### config.mk
export PLATFORM = sky130hd
export DESIGN_NAME = i2c_master_bit_engine_unit
export DESIGN_NICKNAME = d
export VERILOG_FILES = /design/src/hdl/i2c_meb_pkg.sv /design/src/hdl/i2c_meb_front.sv /design/src/hdl/i2c_meb_queue.sv /design/src/hdl/i2c_meb_back.sv /design/src/hdl/i2c_master_bit_engine_unit.sv
export SDC_FILE = /design/constraint.sdc
export NUM_CORES = 1
export LEC_CHECK = 0
export BUFFER_PORTS_ARGS = -buffer_cell sky130_fd_sc_hd__clkbuf_2
export CORE_MARGIN = 2
export CORE_UTILIZATION = 50
export CTS_BUF_LIST = sky130_fd_sc_hd__clkbuf_4 sky130_fd_sc_hd__clkbuf_8
export DETAILED_ROUTE_END_ITERATION = 10
export HOLD_SLACK_MARGIN = 0.1
export PLACE_DENSITY = 0.73
export SLEW_MARGIN = 30
export SYNTH_ARGS = -nofsm -noshare
export SYNTH_HDL_FRONTEND = slang
export SYNTH_SLANG_ARGS = --single-unit
### constraint.sdc
create_clock -name clk_i -period 3.3 [get_ports clk_i]
set_input_delay 0.66 -clock clk_i [delete_from_list [all_inputs] [get_ports clk_i]]
set_output_delay 0.66 -clock clk_i [all_outputs]
set_load 0.05 [all_outputs]
### src/hdl/i2c_meb_pkg.sv
// Shared types and constants of the I2C master bit engine.
// No dependencies; used by front, queue, back and top level by scoped names.
package i2c_meb_pkg;

  // configuration port
  localparam int unsigned CFG_IDX_W  = 2;
  localparam int unsigned CFG_DATA_W = 9;

  localparam logic [CFG_IDX_W-1:0] REG_BUS_SPEED = 2'd0;
  localparam logic [CFG_IDX_W-1:0] REG_TICKS_US  = 2'd1;
  localparam logic [CFG_IDX_W-1:0] REG_ACK_LIMIT = 2'd2;

  localparam logic [8:0] BUS_SPEED_RST = 9'd0;
  localparam logic [7:0] TICKS_US_RST  = 8'd1;
  localparam logic [7:0] ACK_LIMIT_RST = 8'd250;

  // command queue between front and back
  localparam int unsigned QUEUE_DEPTH = 2;

  // wait counter: four delay units of up to 255 ticks
  localparam int unsigned WAIT_W = 11;

  // operation codes on the input channel
  localparam logic [2:0] OP_NONE      = 3'd0;
  localparam logic [2:0] OP_START     = 3'd1;
  localparam logic [2:0] OP_STOP      = 3'd2;
  localparam logic [2:0] OP_WRITE     = 3'd3;
  localparam logic [2:0] OP_READ_ACK  = 3'd4;
  localparam logic [2:0] OP_READ_NACK = 3'd5;

  typedef enum logic [2:0] {
    CMD_NONE,
    CMD_START,
    CMD_STOP,
    CMD_WRITE,
    CMD_READ_ACK,
    CMD_READ_NACK
  } cmd_kind_e;

  // one classified tick as it travels through the queue
  typedef struct packed {
    cmd_kind_e  kind;
    logic [7:0] tx_byte;
    logic       sda_in;
  } item_t;

  typedef struct packed {
    logic [8:0] bus_speed_khz;
    logic [7:0] ticks_per_us;
    logic [7:0] ack_poll_limit;
  } cfg_t;

endpackage

### src/hdl/i2c_meb_front.sv
// Front end of the I2C master bit engine: input handshake and command decode.
// Depends on i2c_meb_pkg; feeds i2c_meb_queue.
module i2c_meb_front (
  input  logic               in_valid_i,
  output logic               in_ready_o,
  input  logic [2:0]         operation_i,
  input  logic [7:0]         tx_byte_i,
  input  logic               sda_in_i,
  input  logic               q_full_i,
  output logic               push_o,
  output i2c_meb_pkg::item_t item_o
);

  // take a transaction whenever the queue has room
  assign in_ready_o = !q_full_i;
  assign push_o     = in_valid_i && !q_full_i;

  // classify the operation; unused codes behave as no command
  always_comb begin
    item_o.tx_byte = tx_byte_i;
    item_o.sda_in  = sda_in_i;
    case (operation_i)
      i2c_meb_pkg::OP_NONE:      item_o.kind = i2c_meb_pkg::CMD_NONE;
      i2c_meb_pkg::OP_START:     item_o.kind = i2c_meb_pkg::CMD_START;
      i2c_meb_pkg::OP_STOP:      item_o.kind = i2c_meb_pkg::CMD_STOP;
      i2c_meb_pkg::OP_WRITE:     item_o.kind = i2c_meb_pkg::CMD_WRITE;
      i2c_meb_pkg::OP_READ_ACK:  item_o.kind = i2c_meb_pkg::CMD_READ_ACK;
      i2c_meb_pkg::OP_READ_NACK: item_o.kind = i2c_meb_pkg::CMD_READ_NACK;
      default:                   item_o.kind = i2c_meb_pkg::CMD_NONE;
    endcase
  end

endmodule

### src/hdl/i2c_meb_queue.sv
// Short FIFO of classified ticks between front and back of the bit engine.
// Depends on i2c_meb_pkg for the item type.
module i2c_meb_queue #(
  parameter int unsigned Depth = i2c_meb_pkg::QUEUE_DEPTH
) (
  input  logic               clk_i,
  input  logic               rst_ni,
  input  logic               push_i,
  input  i2c_meb_pkg::item_t item_i,
  input  logic               pop_i,
  output logic               full_o,
  output logic               valid_o,
  output i2c_meb_pkg::item_t item_o
);

  localparam int unsigned PtrW = (Depth > 1) ? $clog2(Depth) : 1;
  localparam int unsigned CntW = $clog2(Depth + 1);
  localparam logic [PtrW-1:0] LastPtr = PtrW'(Depth - 1);
  localparam logic [CntW-1:0] FullCnt = CntW'(Depth);

  i2c_meb_pkg::item_t mem_q [Depth];
  logic [PtrW-1:0] wr_ptr_q, wr_ptr_d;
  logic [PtrW-1:0] rd_ptr_q, rd_ptr_d;
  logic [CntW-1:0] cnt_q, cnt_d;
  logic            do_push, do_pop;

  assign full_o  = (cnt_q == FullCnt);
  assign valid_o = (cnt_q != '0);
  assign item_o  = mem_q[rd_ptr_q];

  assign do_push = push_i && !full_o;
  assign do_pop  = pop_i && valid_o;

  // pointer and fill count update
  always_comb begin
    wr_ptr_d = wr_ptr_q;
    rd_ptr_d = rd_ptr_q;
    cnt_d    = cnt_q;
    if (do_push) begin
      wr_ptr_d = (wr_ptr_q == LastPtr) ? '0 : wr_ptr_q + PtrW'(1);
    end
    if (do_pop) begin
      rd_ptr_d = (rd_ptr_q == LastPtr) ? '0 : rd_ptr_q + PtrW'(1);
    end
    if (do_push && !do_pop) begin
      cnt_d = cnt_q + CntW'(1);
    end else if (do_pop && !do_push) begin
      cnt_d = cnt_q - CntW'(1);
    end
  end

  always_ff @(posedge clk_i or negedge rst_ni) begin
    if (!rst_ni) begin
      wr_ptr_q <= '0;
      rd_ptr_q <= '0;
      cnt_q    <= '0;
    end else begin
      wr_ptr_q <= wr_ptr_d;
      rd_ptr_q <= rd_ptr_d;
      cnt_q    <= cnt_d;
    end
  end

  // storage, no reset needed
  always_ff @(posedge clk_i) begin
    if (do_push) begin
      mem_q[wr_ptr_q] <= item_i;
    end
  end

endmodule

### src/hdl/i2c_meb_back.sv
// Back end of the I2C master bit engine: line sequencer and result register.
// Depends on i2c_meb_pkg; drains i2c_meb_queue one tick per cycle unless stalled.
module i2c_meb_back (
  input  logic               clk_i,
  input  logic               rst_ni,
  input  i2c_meb_pkg::cfg_t  cfg_i,
  input  logic               q_valid_i,
  input  i2c_meb_pkg::item_t q_item_i,
  output logic               q_pop_o,
  output logic               out_valid_o,
  input  logic               out_ready_i,
  output logic               scl_level_o,
  output logic               sda_level_o,
  output logic               busy_res_o,
  output logic               done_res_o,
  output logic [7:0]         rx_byte_o,
  output logic               ack_error_o,
  output logic               refused_o
);

  localparam int unsigned WaitW = i2c_meb_pkg::WAIT_W;

  // sequencer phases
  localparam logic [3:0] PH_IDLE     = 4'd0;
  localparam logic [3:0] PH_ST_A     = 4'd1;
  localparam logic [3:0] PH_ST_B     = 4'd2;
  localparam logic [3:0] PH_SP_A     = 4'd3;
  localparam logic [3:0] PH_SP_B     = 4'd4;
  localparam logic [3:0] PH_WR_SETUP = 4'd5;
  localparam logic [3:0] PH_WR_HIGH  = 4'd6;
  localparam logic [3:0] PH_WR_LOW   = 4'd7;
  localparam logic [3:0] PH_ACK_REL  = 4'd8;
  localparam logic [3:0] PH_ACK_HIGH = 4'd9;
  localparam logic [3:0] PH_ACK_POLL = 4'd10;
  localparam logic [3:0] PH_RD_LOW   = 4'd11;
  localparam logic [3:0] PH_RD_HIGH  = 4'd12;
  localparam logic [3:0] PH_AK_LOW   = 4'd13;
  localparam logic [3:0] PH_AK_HIGH  = 4'd14;

  logic [3:0]       ph_q, ph_d;
  logic [3:0]       bit_q, bit_d;
  logic [WaitW-1:0] wait_q, wait_d;
  logic [7:0]       poll_q, poll_d;
  logic [7:0]       shift_q, shift_d;
  logic             ack_rd_q, ack_rd_d;
  logic             scl_q, scl_d;
  logic             sda_q, sda_d;
  logic [7:0]       rx_q, rx_d;
  logic             aerr_q, aerr_d;

  logic             out_valid_q;
  logic             done_q, refused_q, busy_q;

  logic [7:0]       unit_ticks;
  logic [WaitW-1:0] long_wait, short_wait, wait_dec;
  logic [7:0]       poll_base;
  logic             is_cmd, is_read, done, refused;

  // one tick is consumed whenever the result register is free or draining
  assign q_pop_o = q_valid_i && (!out_valid_q || out_ready_i);

  // delay lengths: four and two units, a zero tick count counts as one
  assign unit_ticks = (cfg_i.ticks_per_us == 8'd0) ? 8'd1 : cfg_i.ticks_per_us;
  assign long_wait  = {1'b0, unit_ticks, 2'b00};
  assign short_wait = {2'b00, unit_ticks, 1'b0};
  assign wait_dec   = (wait_q != '0) ? wait_q - WaitW'(1) : '0;
  assign poll_base  = (ph_q == PH_ACK_HIGH) ? 8'd0 : poll_q;

  assign is_cmd  = (q_item_i.kind != i2c_meb_pkg::CMD_NONE);
  assign is_read = (q_item_i.kind == i2c_meb_pkg::CMD_READ_ACK) ||
                   (q_item_i.kind == i2c_meb_pkg::CMD_READ_NACK);

  // next state of the line sequencer for the tick at the queue head
  always_comb begin
    ph_d     = ph_q;
    bit_d    = bit_q;
    wait_d   = wait_q;
    poll_d   = poll_q;
    shift_d  = shift_q;
    ack_rd_d = ack_rd_q;
    scl_d    = scl_q;
    sda_d    = sda_q;
    rx_d     = rx_q;
    aerr_d   = aerr_q;
    done     = 1'b0;
    refused  = 1'b0;

    if (ph_q == PH_IDLE) begin
      // idle: launch a command unless the bus is not set up
      if (is_cmd) begin
        if (cfg_i.bus_speed_khz == '0) begin
          refused = 1'b1;
        end else begin
          case (q_item_i.kind)
            i2c_meb_pkg::CMD_START: begin
              sda_d  = 1'b1;
              scl_d  = 1'b1;
              ph_d   = PH_ST_A;
              wait_d = long_wait;
            end
            i2c_meb_pkg::CMD_STOP: begin
              scl_d  = 1'b0;
              sda_d  = 1'b0;
              ph_d   = PH_SP_A;
              wait_d = long_wait;
            end
            i2c_meb_pkg::CMD_WRITE: begin
              scl_d   = 1'b0;
              sda_d   = q_item_i.tx_byte[7];
              shift_d = {q_item_i.tx_byte[6:0], 1'b0};
              bit_d   = 4'd1;
              ph_d    = PH_WR_SETUP;
              wait_d  = short_wait;
            end
            default: begin
              scl_d    = 1'b0;
              sda_d    = 1'b1;
              shift_d  = 8'd0;
              bit_d    = 4'd0;
              ack_rd_d = (q_item_i.kind == i2c_meb_pkg::CMD_READ_ACK);
              ph_d     = PH_RD_LOW;
              wait_d   = short_wait;
            end
          endcase
        end
      end
    end else begin
      // busy: any command is refused, the running one advances
      refused = is_cmd;
      wait_d  = wait_dec;
      if (ph_q == PH_ACK_POLL || wait_dec == '0) begin
        case (ph_q)
          PH_ST_A: begin
            sda_d  = 1'b0;
            ph_d   = PH_ST_B;
            wait_d = long_wait;
          end
          PH_ST_B: begin
            scl_d = 1'b0;
            ph_d  = PH_IDLE;
            done  = 1'b1;
          end
          PH_SP_A: begin
            scl_d  = 1'b1;
            sda_d  = 1'b1;
            ph_d   = PH_SP_B;
            wait_d = long_wait;
          end
          PH_SP_B: begin
            ph_d = PH_IDLE;
            done = 1'b1;
          end
          PH_WR_SETUP: begin
            scl_d  = 1'b1;
            ph_d   = PH_WR_HIGH;
            wait_d = short_wait;
          end
          PH_WR_HIGH: begin
            scl_d  = 1'b0;
            ph_d   = PH_WR_LOW;
            wait_d = short_wait;
          end
          PH_WR_LOW: begin
            if (bit_q < 4'd8) begin
              sda_d   = shift_q[7];
              shift_d = {shift_q[6:0], 1'b0};
              bit_d   = bit_q + 4'd1;
              ph_d    = PH_WR_SETUP;
            end else begin
              sda_d = 1'b1;
              ph_d  = PH_ACK_REL;
            end
            wait_d = short_wait;
          end
          PH_ACK_REL: begin
            scl_d  = 1'b1;
            ph_d   = PH_ACK_HIGH;
            wait_d = short_wait;
          end
          PH_ACK_HIGH, PH_ACK_POLL: begin
            // acknowledge poll, one sample of SDA per tick
            if (!q_item_i.sda_in) begin
              scl_d  = 1'b0;
              aerr_d = 1'b0;
              ph_d   = PH_IDLE;
              done   = 1'b1;
            end else if (poll_base >= cfg_i.ack_poll_limit) begin
              scl_d  = 1'b0;
              aerr_d = 1'b1;
              ph_d   = PH_IDLE;
              done   = 1'b1;
            end else begin
              poll_d = poll_base + 8'd1;
              ph_d   = PH_ACK_POLL;
            end
          end
          PH_RD_LOW: begin
            scl_d   = 1'b1;
            shift_d = {shift_q[6:0], q_item_i.sda_in};
            bit_d   = bit_q + 4'd1;
            ph_d    = PH_RD_HIGH;
            wait_d  = short_wait;
          end
          PH_RD_HIGH: begin
            scl_d = 1'b0;
            if (bit_q < 4'd8) begin
              ph_d = PH_RD_LOW;
            end else begin
              sda_d = !ack_rd_q;
              ph_d  = PH_AK_LOW;
            end
            wait_d = short_wait;
          end
          PH_AK_LOW: begin
            scl_d  = 1'b1;
            ph_d   = PH_AK_HIGH;
            wait_d = short_wait;
          end
          PH_AK_HIGH: begin
            scl_d = 1'b0;
            rx_d  = shift_q;
            ph_d  = PH_IDLE;
            done  = 1'b1;
          end
          default: begin
            ph_d = PH_IDLE;
          end
        endcase
      end
    end

    // a refused read reports all ones
    if (refused && is_read) begin
      rx_d = 8'hFF;
    end
  end

  // sequencer state, advanced once per consumed tick
  always_ff @(posedge clk_i or negedge rst_ni) begin
    if (!rst_ni) begin
      ph_q     <= PH_IDLE;
      bit_q    <= '0;
      wait_q   <= '0;
      poll_q   <= '0;
      shift_q  <= '0;
      ack_rd_q <= 1'b0;
      scl_q    <= 1'b1;
      sda_q    <= 1'b1;
      rx_q     <= '0;
      aerr_q   <= 1'b0;
    end else if (q_pop_o) begin
      ph_q     <= ph_d;
      bit_q    <= bit_d;
      wait_q   <= wait_d;
      poll_q   <= poll_d;
      shift_q  <= shift_d;
      ack_rd_q <= ack_rd_d;
      scl_q    <= scl_d;
      sda_q    <= sda_d;
      rx_q     <= rx_d;
      aerr_q   <= aerr_d;
    end
  end

  // result register valid flag
  always_ff @(posedge clk_i or negedge rst_ni) begin
    if (!rst_ni) begin
      out_valid_q <= 1'b0;
    end else if (q_pop_o) begin
      out_valid_q <= 1'b1;
    end else if (out_ready_i) begin
      out_valid_q <= 1'b0;
    end
  end

  // per-tick flags of the result register
  always_ff @(posedge clk_i) begin
    if (q_pop_o) begin
      done_q    <= done;
      refused_q <= refused;
      busy_q    <= (ph_d != PH_IDLE);
    end
  end

  assign out_valid_o = out_valid_q;
  assign scl_level_o = scl_q;
  assign sda_level_o = sda_q;
  assign busy_res_o  = busy_q;
  assign done_res_o  = done_q;
  assign rx_byte_o   = rx_q;
  assign ack_error_o = aerr_q;
  assign refused_o   = refused_q;

endmodule

### src/hdl/i2c_master_bit_engine_unit.sv
// Top level of the I2C master bit engine: configuration registers, front,
// queue and back. Depends on i2c_meb_pkg, i2c_meb_front, i2c_meb_queue, i2c_meb_back.
//
// Usage:
//   Input channel (in_valid_i/in_ready_o) carries one line tick per
//   transaction: operation_i, tx_byte_i and the sampled SDA level sda_in_i.
//   Output channel (out_valid_o/out_ready_i) returns one result per tick:
//   driven SCL/SDA, busy, done, last received byte, ack error, refused.
//   Configuration channel (cfg_valid_i/cfg_ready_o) writes register
//   cfg_index_i with cfg_data_i; 0 bus speed, 1 ticks per unit, 2 ack poll
//   limit. It is always ready; write it only while the engine is idle.
//   Results: an accepted tick is written into the command queue, then
//   retired from it into the result register, from which it is presented.
//   Throughput: one tick per cycle while results are taken, set by the
//   back-end sequencer, which retires one queued tick into the result register.
//   Reset: lines released high, sequencer idle, configuration at defaults.
//   Stall: a held result stays stable; the command queue keeps accepting
//   until its QueueDepth entries are full, then in_ready_o drops.
module i2c_master_bit_engine_unit #(
  parameter int unsigned QueueDepth = i2c_meb_pkg::QUEUE_DEPTH
) (
  input  logic                               clk_i,
  input  logic                               rst_ni,
  input  logic                               cfg_valid_i,
  output logic                               cfg_ready_o,
  input  logic [i2c_meb_pkg::CFG_IDX_W-1:0]  cfg_index_i,
  input  logic [i2c_meb_pkg::CFG_DATA_W-1:0] cfg_data_i,
  input  logic                               in_valid_i,
  output logic                               in_ready_o,
  input  logic [2:0]                         operation_i,
  input  logic [7:0]                         tx_byte_i,
  input  logic                               sda_in_i,
  output logic                               out_valid_o,
  input  logic                               out_ready_i,
  output logic                               scl_level_o,
  output logic                               sda_level_o,
  output logic                               busy_res_o,
  output logic                               done_res_o,
  output logic [7:0]                         rx_byte_o,
  output logic                               ack_error_o,
  output logic                               refused_o
);

  i2c_meb_pkg::cfg_t  cfg_q;
  i2c_meb_pkg::item_t push_item, head_item;
  logic               push, pop, q_full, q_valid;

  // configuration registers; unknown indexes are dropped
  assign cfg_ready_o = 1'b1;

  always_ff @(posedge clk_i or negedge rst_ni) begin
    if (!rst_ni) begin
      cfg_q.bus_speed_khz  <= i2c_meb_pkg::BUS_SPEED_RST;
      cfg_q.ticks_per_us   <= i2c_meb_pkg::TICKS_US_RST;
      cfg_q.ack_poll_limit <= i2c_meb_pkg::ACK_LIMIT_RST;
    end else if (cfg_valid_i) begin
      case (cfg_index_i)
        i2c_meb_pkg::REG_BUS_SPEED: cfg_q.bus_speed_khz  <= cfg_data_i;
        i2c_meb_pkg::REG_TICKS_US:  cfg_q.ticks_per_us   <= cfg_data_i[7:0];
        i2c_meb_pkg::REG_ACK_LIMIT: cfg_q.ack_poll_limit <= cfg_data_i[7:0];
        default: ;
      endcase
    end
  end

  i2c_meb_front u_front (
    .in_valid_i  (in_valid_i),
    .in_ready_o  (in_ready_o),
    .operation_i (operation_i),
    .tx_byte_i   (tx_byte_i),
    .sda_in_i    (sda_in_i),
    .q_full_i    (q_full),
    .push_o      (push),
    .item_o      (push_item)
  );

  i2c_meb_queue #(
    .Depth (QueueDepth)
  ) u_queue (
    .clk_i   (clk_i),
    .rst_ni  (rst_ni),
    .push_i  (push),
    .item_i  (push_item),
    .pop_i   (pop),
    .full_o  (q_full),
    .valid_o (q_valid),
    .item_o  (head_item)
  );

  i2c_meb_back u_back (
    .clk_i       (clk_i),
    .rst_ni      (rst_ni),
    .cfg_i       (cfg_q),
    .q_valid_i   (q_valid),
    .q_item_i    (head_item),
    .q_pop_o     (pop),
    .out_valid_o (out_valid_o),
    .out_ready_i (out_ready_i),
    .scl_level_o (scl_level_o),
    .sda_level_o (sda_level_o),
    .busy_res_o  (busy_res_o),
    .done_res_o  (done_res_o),
    .rx_byte_o   (rx_byte_o),
    .ack_error_o (ack_error_o),
    .refused_o   (refused_o)
  );

endmodule

==> flow_metrics.py <==
metrics = {
    "run_status": {
        "status": "finished, final reports clean",
    },
    "setup_path": {
        "path_max_fanout": 9,
        "critPathRequiredTime_ns": 3.43,
        "crit_path_max_incr_delay_ns": 0.54,
        "crit_buf_inv": 1,
        "worstSetupEndpointType": "flop",
        "worstSetupStartpointType": "flop",
        "slowest_stage": "or4_1",
        "worstSetupPathType": "reg -> reg",
        "arrival_ns": 3.18,
        "path_cells": "inv_1, ha_2, or4b_1, o21ai_0, nor4b_2, a21oi_2, o21ai_1, o311ai_1, or4_1",
        "crit_family": "simple AND/OR/NAND/NOR gates",
    },
    "cts": {
        "cts.path.max_buffers": 2,
        "h-tree-depth": 3,
        "cts_tree": "done",
        "path_clk_slew_ns": 0.10,
        "numCtsBuffers": 9,
        "post_cts_resized": 0,
        "cts_root_buf": "clkbuf_8",
        "cts_hold_buf": 0,
        "clk_latency_ns": 0.39,
        "clock-sinks": 104,
        "post-cts-setup-buffers": 0,
    },
    "layout": {
        "stdcell_count": 735,
        "area_delta_synth_final_pct": 11.3,
        "drive_above_1_share_pct": 23.4,
        "layout.nets": 629,
        "fin_area_mm2": 0.00613,
        "layout_commonest_cell": "dfrtp_1",
        "layout_common_cells": "67 x dfrtp_1, 50 x nand2_1, 48 x nor2_1",
        "n_antenna_cell": 0,
    },
    "floorplan": {
        "die_w_um": 109,
        "io_pins": 45,
        "die_area_mm2": 0.0119,
        "initial_utilization_pct": 51.0,
        "rows": 38,
        "core_area_mm2": 0.0108,
        "die_y_um": 109,
    },
    "timing": {
        "maxSlewHeadroom_pct": 53.4,
        "max_freq_ghz": 0.328,
        "finalSetupTns_ns": 0,
        "finalSetupViolCount": 0,
        "holdWs_ns": 0.282,
        "maxSlewViolCount": 0,
        "period_share_pct": 92.4,
        "period_needed_ns": 3.05,
        "worst_pin_slew_ns": 0.699,
        "clock_skew_ns": 0.0157,
        "rsz0062_at_grt": "no",
        "hold_viol_final": 0,
    },
    "synthesis": {
        "ys_types": 70,
        "syn_area_mm2": 0.00550,
        "synth_edf_count": 27,
        "async_reset_ff_share_pct": 74.0,
        "syn_nets": 583,
        "synth_area_per_cell_um2": 10.1,
        "ys_seq_elements": 104,
        "ys_warn_count": 0,
        "synth_area_leaders": "dfrtp_1 31%, edfxtp_1 15%, mux2_2 7.6%, dfstp_2 4.3%, nand2_1 3.4%",
        "yosysTopAreaCell": "dfrtp_1",
        "syn-instance-count": 544,
        "synth-main-ff-cell": "dfrtp_1",
        "seq_area_frac_synth_pct": 50.0,
        "yosys.area.top_type_share_pct": 30.9,
    },
    "global_route": {
        "grt_max_degree": 78,
        "antenna_found_initial": 0,
        "grtUsageTotal_pct": 22.7,
        "grt_pass1_vias": 4099,
        "grt_pass1_wl_um": 20600,
        "grt_remaining_overflow": 0,
    },
    "power_and_ir_drop": {
        "power_density_mw_per_mm2": 854,
        "peakVddDrop_uv": 463,
        "p_leak_nw": 2.50,
    },
    "drt": {
        "route.detailed.drc": 0,
        "vias_per_cell": 5.90,
        "drtIter0Drc": 423,
        "wire_per_inst_um": 16.9,
        "dr.pass1.iters": 5,
        "finalWirelength_um": 12400,
        "antenna_left": 0,
        "vias": 4339,
    },
    "placed_design": {
        "dp_cells": 719,
        "dpl_cell_area_mm2": 0.00591,
        "dpl.hpwl_um": 8970,
        "portBuffers": 43,
        "gp_congestion": 0.953,
    },
    "hold_path": {
        "hold_path_class": "in -> async",
    },
    "run": {
        "drv_cap": 0,
    },
}
==> worst paths after layout <==
kind	startpoint	end	slack, ns	depth (start not counted)
worst max register to register	u_back.wait_q[0]	u_back.busy_res_o	0.25	9
min in group clk_i	tx_byte_i[4]	u_queue.mem_q[1][5]	0.46	1
worst min-delay path	rst_ni	u_queue.wr_ptr_q	0.28	1
worst max-delay path	u_back.wait_q[0]	u_back.busy_res_o	0.25	9
max in group asynchronous	rst_ni	u_back.wait_q[0]	2.52	1
worst min register to register	u_back.rx_byte_o[5]	u_back.rx_byte_o[5]	0.51	1
==> synthesized netlist by cell type (all sizes together), types with 5 or more instances <==
library cell  number
dfrtp             68
a21oi             39
nor2              49
dfstp              9
mux2              37
nand2             50
inv               18
a221oi             5
nand3             18
mux2i              8
o21ai             41
nor3              19
edfxtp            27
nor4               7
a31oi              5
clkbuf            18
ha                11
buf                6
or3                8
o22a               8
a22oi             12
and2               7
nand2b             8
o22ai              6
==> report_power, final <==
part           total, mW  internal [mW]  switching (mW)
Clock              0.731          0.287           0.444
Combinational       2.49          0.892            1.60
Sequential          2.01           1.71           0.299
==> per-layer routing <==
metal | up-vias | GRT usage (%) | wire (um)
met5 | - | 0 | 0
met4 | 0 | 5.68 | 177
met3 | 16 | 6.16 | 630
met2 | 137 | 35.2 | 5770
met1 | 2083 | 31.8 | 5860
li1 | 2103 | - | -
==> state kept, by name, summed over array words and instances, names as in the netlist, 2 cells and up <==
signal	count
cfg_q	25
u_queue.mem_q	24
u_back.wait_q	11
u_back.poll_q	8
u_back.rx_byte_o	8
u_back.shift_q	8
u_back.bit_q	4
u_back.ph_q	4
u_queue.cnt_q	2
==> through the flow <==
step / setup slack, ns / power [mW] / util (%)
floorplan: 0.218 / 3.80 / -
global placement: 0.0898 / 4.42 / 54.7
detailed placement: 0.0691 / 4.46 / 54.7
CTS: 0.0292 / 5.20 / 56.4
global route: 0.0207 / 5.61 / 56.8
finish: 0.250 / 5.23 / 56.8
==> area by class of cell <==
class | count | area [um2]
clock inverters | 6 | 45.0
inverters | 20 | 75.1
flip-flops and latches | 104 | 2750
well taps | 140 | 175
repair buffers | 59 | 342
clock buffers | 10 | 131
fillers | 909 | 4670
multi-input cells | 396 | 2610
==> logic make-up (layout without fill, tap and decap cells) <==
| group | Yosys count | after routing | synth area share (%) |
|---|---|---|---|
| simple gates | 192 | 192 | 17.5 |
| compound gates | 141 | 141 | 16.6 |
| flops | 104 | 104 | 50.0 |
| mux | 45 | 45 | 9.03 |
| buf+inv | 44 | 95 | 3.37 |
| fa+ha+maj | 11 | 11 | 2.50 |
| xor+xnor | 6 | 6 | 0.955 |
| other cells | 1 | 1 | 0.0681 |
Power figures use the tool's default switching activity.
